==> config.mk <==
export PLATFORM = sky130hd
export DESIGN_NAME = tnc_cell
export DESIGN_NICKNAME = d
export VERILOG_FILES = /design/src/rtl/tnc_pkg.sv /design/src/rtl/tnc_cell.sv
export SDC_FILE = /design/constraint.sdc
export NUM_CORES = 1
export LEC_CHECK = 0
export BUFFER_PORTS_ARGS = -buffer_cell sky130_fd_sc_hd__clkbuf_2
export CAP_MARGIN = 20
export CORE_AREA = 2 2 291 293
export CTS_CLUSTER_SIZE = 24
export DETAILED_ROUTE_END_ITERATION = 7
export DIE_AREA = 0 0 293 295
export REMOVE_ABC_BUFFERS = 1
export SYNTH_ARGS = -nofsm -noshare
export SYNTH_HDL_FRONTEND = slang
export SYNTH_SLANG_ARGS = --single-unit
==> constraint.sdc <==
create_clock -name clk -period 10.16 [get_ports clk]
set_input_delay 2.032 -clock clk [delete_from_list [all_inputs] [get_ports clk]]
set_output_delay 2.032 -clock clk [all_outputs]
set_load 0.1 [all_outputs]
==> src/rtl/tnc_pkg.sv <==
package tnc_pkg;

    localparam int ENTRIES = 8;
    localparam int IDX_W   = (ENTRIES > 1) ? $clog2(ENTRIES) : 1;
    localparam int CNT_W   = $clog2(ENTRIES + 1);
    localparam int USE_W   = 4;

    localparam logic [1:0] ACT_LOOKUP = 2'd0;
    localparam logic [1:0] ACT_INSERT = 2'd1;
    localparam logic [1:0] ACT_TICK   = 2'd2;

    typedef enum logic [2:0] {
        ST_IDLE,
        ST_CLAMP,
        ST_GRANT,
        ST_SCAN,
        ST_REMOVE,
        ST_APPEND,
        ST_PURGE,
        ST_FINISH
    } state_t;

    typedef enum logic {
        SCAN_LOOKUP,
        SCAN_EVICT
    } scan_mode_t;

    typedef struct packed {
        logic [63:0] key_hi;
        logic [63:0] key_lo;
        logic [31:0] address;
        logic [31:0] expiry;
    } entry_t;

    typedef struct packed {
        logic             hit;
        logic [31:0]      address;
        logic [31:0]      expiry;
        logic [IDX_W-1:0] pos;
    } scan_t;

    typedef struct packed {
        logic       valid;
        logic       shift;
        logic       load;
        scan_mode_t mode;
    } cell_ctl_t;

endpackage

==> src/rtl/tnc_cell.sv <==
module tnc_cell (
    input  logic                            clk,
    input  tnc_pkg::cell_ctl_t              ctl,
    input  logic [tnc_pkg::IDX_W-1:0]       index,
    input  tnc_pkg::entry_t                 new_entry,
    input  tnc_pkg::entry_t                 next_entry,
    input  logic [31:0]                     now,
    input  tnc_pkg::scan_t                  scan_in,
    output tnc_pkg::entry_t                 entry,
    output logic                            expired,
    output tnc_pkg::scan_t                  scan_out
);

    tnc_pkg::entry_t entry_reg;
    tnc_pkg::entry_t entry_next;
    tnc_pkg::scan_t  scan_reg;
    tnc_pkg::scan_t  scan_next;
    logic            key_match;

    assign key_match = (entry_reg.key_hi == new_entry.key_hi)
                    && (entry_reg.key_lo == new_entry.key_lo);

    always_comb
    begin
        entry_next = entry_reg;
        if (ctl.load)
        begin
            entry_next = new_entry;
        end
        else if (ctl.shift)
        begin
            entry_next = next_entry;
        end
    end

    always_comb
    begin
        scan_next = scan_in;
        case (ctl.mode)
            tnc_pkg::SCAN_LOOKUP:
            begin
                if (!scan_in.hit && ctl.valid && key_match)
                begin
                    scan_next.hit     = 1'b1;
                    scan_next.address = entry_reg.address;
                    scan_next.expiry  = entry_reg.expiry;
                    scan_next.pos     = index;
                end
            end
            default:
            begin
                // keep the earlier entry on equal expiry
                if (ctl.valid && (!scan_in.hit || (entry_reg.expiry < scan_in.expiry)))
                begin
                    scan_next.hit     = 1'b1;
                    scan_next.address = entry_reg.address;
                    scan_next.expiry  = entry_reg.expiry;
                    scan_next.pos     = index;
                end
            end
        endcase
    end

    always_ff @(posedge clk)
    begin
        entry_reg <= entry_next;
        scan_reg  <= scan_next;
    end

    assign entry    = entry_reg;
    assign expired  = ctl.valid && (entry_reg.expiry <= now);
    assign scan_out = scan_reg;

endmodule
== Word level (Yosys, flattened, before mapping) ==
Cells that the tools add are included.
Word-level totals
  word-level logic and storage cells: 25
  input port bits: 492
  register bits: 260
Cells by class
  reductions and logical operators: 8
  multiplexer cells: 5
  equal/unequal tests: 2
  order comparisons: 2
Operators by type and width (count)
  $mux 192: 2
  $mux 68: 3
  $eq 64x64->1: 2
  $le 32x32->1: 1
  $lt 32x32->1: 1
  $logic_and 1x1->1: 5
  $reduce_bool 2->1: 1
  $logic_not 1->1: 1
  $logic_or 1x1->1: 1

== Longest topological paths before layout ==
  depth after elaboration: 5
  gate-level depth with buffers: 12
  gate-level depth less buffers: 10

== Worst setup path before layout ==
OpenSTA, ideal clock, no wires.
  path type: input to output
  from: input port now[17]
  to: output port expired
  arrival: 4.742 ns
  stages on the path: 10
  path slack: 3.386 ns
  path buffers: 0
  cell sequence: inv_1 > ha_1 > a21o_1 > a21o_1 > a21o_1 > a21oi_1 > nor2_1 > a211oi_1 > o21ai_0 > a21oi_1
Between the ends
  word-level cells in the longest chain between the ends: 2
RTL lines
  start: declaration: line tnc_cell.sv:7  | input logic [31:0] now,
  $le 32x32->1: line tnc_cell.sv:71  | assign expired = ctl.valid && (entry_reg.expiry <= now);
  $logic_and 1x1->1: line tnc_cell.sv:71
  end: declaration: line tnc_cell.sv:10  | output logic expired,
No other way between the ends.

== Worst setup path after layout ==
Same ends and word-level chain as after synthesis.

==> reports/metrics.csv <==
stage,metric,value,unit
critical_path,worst path cell trace,clkbuf_2 -> inv_1 -> ha_1 -> a21o_1 -> a21o_1 -> a21o_1 -> a21oi_1 -> nor2_1 -> a211oi_1 -> o21ai_0 -> a21oi_1 -> clkbuf_2,
floorplan,row cnt,106,
power,Leakage Power,9.13,nW
final_layout,nets,2340,
timing,RSZ-0062 raised after global routing,no,
detailed_routing,via count,11300,
power,P_sw,1.65,mW
timing,Setup Viol. Count Final,0,
timing,Least-Margin Pin Slew,0.998,ns
global_routing,number of antenna violations at the first check in global routing,8,
synthesis,"Cell Area, Synth",13600,µm²
place,GPL Wtd Cong,0.849,
floorplan,Chip Width,293,µm
outcome,status,completed,
synthesis,Main synth FF type,edfxtp_1,
critical_path,Setup crit start kind,primary input,
place,DP HPWL,47300,µm
final_layout,final core utilization,0.238,
global_routing,largest net degree at the start of global routing,113,
timing,relative slew slack,0.318,
critical_path,Critical Path RT,8.13,ns
critical_path,cell class contributing the biggest share of worst-path delay,compound AO/OA/AOI/OAI gates,
floorplan,initial core utilization,0.164,
clock_network,CTS Buf Count,34,
hold_path,Hold WC Path Type,flip-flop to flip-flop,
power,sequential share of power,0.346,
floorplan,Core Area,83200,µm²
critical_path,slowest cell delay on critical path,0.53,ns
detailed_routing,final wirelength,56400,µm
critical_path,WP data arrival,4.48,ns
global_routing,vias in the first global route,11600,
synthesis,ys async rst share,0,
synthesis,synth warn,0,
power,Cell Pwr Density,199,nW/µm²
detailed_routing,DRC viols,0,
floorplan,Die H,295,µm
power,Int Pwr,2.29,mW
synthesis,Mean Syn Cell Area,13.4,µm²
synthesis,"Seq/Total Area, Yosys",0.523,
critical_path,crit-path max FO,2,
floorplan,die area,86400,µm²
clock_network,post-CTS resize count,0,
timing,final setup TNS,0,ns
detailed_routing,drt initial violations,418,
critical_path,Crit. End Element,primary output,
clock_network,CTS tree,built,
timing,final period utilization,0.641,
global_routing,total track usage,0.122,
power,Max VDD drop,131,µV
global_routing,first-pass GRT wire length,76600,µm
synthesis,Synth Instances,1018,
critical_path,Most common cell on crit path,a21o_1,
detailed_routing,average wire per cell in the routed design,19.5,µm
final_layout,"commonest non-fill, non-tap cell in the layout",clkbuf_2,
timing,Slew Limit Fails,0,
detailed_routing,vias per inst,3.91,
clock_network,CTS Root Buffer Type,clkbuf_16,
timing,final clock skew,0.0154,ns
power,Clk pwr share,0.307,
timing,fin crit period,6.51,ns
critical_path,Worst Path Buf+Inv,3,
clock_network,htree depth,2,
synthesis,count of different cell masters after synthesis,40,
power,Sw Ratio,0.418,
clock_network,clk sinks,260,
synthesis,post-synthesis register bit count,260,
clock_network,worst skew pair latency,0.53,ns
timing,final hold violations,0,
detailed_routing,Antenna Nets Post-Route,0,
critical_path,CP max stage cell,clkbuf_2,
place,Port Buf Inserts,752,
synthesis,Post-synth EDFFs,192,
final_layout,area grow syn2layout,45.3,%
final_layout,"commonest non-fill, non-tap cells in the layout","clkbuf_2 (751), mux2_2 (229), edfxtp_1 (192), inv_1 (90), dfxtp_1 (68)",
final_layout,max reg flops,192,
detailed_routing,first drt pass iteration count,5,
timing,Peak Freq,154,MHz
critical_path,Setup CP Type,primary input to primary output,
power,Comb power frac,0.347,
clock_network,number of setup buffers added after CTS,0,
job,max-cap violations,0,
floorplan,IO Count,753,
global_routing,grt ovf,0,
final_layout,share of layout cells above drive strength 1,0.591,
clock_network,Longest Clk Path Bufs,3,
clock_network,"Hold-fix buffers, CTS",0,
clock_network,clock-pin slew on the worst setup and hold paths,0.06,ns
metrics by stage:
| stage | instance area, µm² | total power [mW] | std cells | hold slack [ns] | setup WS, ns |
|---|---|---|---|---|---|
| after floorplan | 13500 | 2.40 | 990 | 1.22 | 2.23 |
| after global placement | 18700 | 2.75 | 2829 | 0.481 | 3.67 |
| after detailed placement | 18700 | 2.76 | 2829 | 0.490 | 3.67 |
| after CTS | 19800 | 4.00 | 2888 | 0.502 | 3.66 |
| after global routing | 19800 | 4.09 | 2889 | 0.519 | 3.61 |
| final | 19800 | 3.94 | 2889 | 0.504 | 3.65 |
metal layers:
metal,wire (µm),track usage
met5,13,0
met4,2100,0.0478
met3,4130,0.0322
met2,28300,0.220
met1,21900,0.137
logic make-up (layout without fill, tap and decap cells):
logic type / Yosys count / in the layout / share of synthesized area
flip-flops: 260 / 260 / 0.523
multiplexers: 259 / 259 / 0.222
AND/OR/NAND/NOR: 160 / 160 / 0.0700
buffers and inverters: 118 / 908 / 0.0350
AO/OA/AOI/OAI: 90 / 90 / 0.0477
XOR/XNOR: 68 / 68 / 0.0437
adder cells (fa/ha/maj): 63 / 63 / 0.0579
other: 0 / 1 / 0
path summary, 6_finish.rpt:
check | startpoint | end | slack (ns) | depth (start not counted)
worst max-delay path | now[17] | expired | 3.65 | 12
worst min-delay path | entry[53] | scan_out[56] | 0.50 | 1
worst max register to register | entry[86] | scan_out[62] | 5.90 | 10
worst min register to register | entry[53] | scan_out[56] | 0.50 | 1
cells in the mapped netlist, types with 7 or more instances:
cell	number	area, µm²
a2111oi_0	17	149
a21o_1	15	113
a21oi_1	23	115
clkbuf_1	19	71.3
dfxtp_1	68	1360
edfxtp_1	192	5770
ha_1	63	788
inv_1	90	338
mux2_2	229	2580
mux2_4	30	450
nand2_1	12	45.0
nand2b_1	28	175
nand4_1	24	150
nor2_1	7	26.3
nor2b_1	55	344
nor4_1	16	100
o2111a_1	7	78.8
o21ai_0	8	40.0
xnor2_1	22	193
xor2_1	46	403
layout make-up:
cell class / count / area, µm²
clock inverters: 15 / 159
diodes: 1 / 2.50
multi-input cells: 640 / 6040
fillers: 8914 / 63400
repair buffers: 759 / 3850
well taps: 1080 / 1350
inverters: 90 / 338
clock buffers: 44 / 930
flip-flops and latches: 260 / 7130
power by group through the flow:
stage	clock, mW	combinational, mW	sequential (mW)
6_report	1.21	1.37	1.36
5_1_grt	1.29	1.42	1.37
4_1_cts	1.26	1.38	1.36
3_5_place_dp	0	1.37	1.38
3_3_place_gp	0	1.37	1.38
2_1_floorplan	0	0.245	2.16
Note: power is estimated with default switching activity, not from simulation.
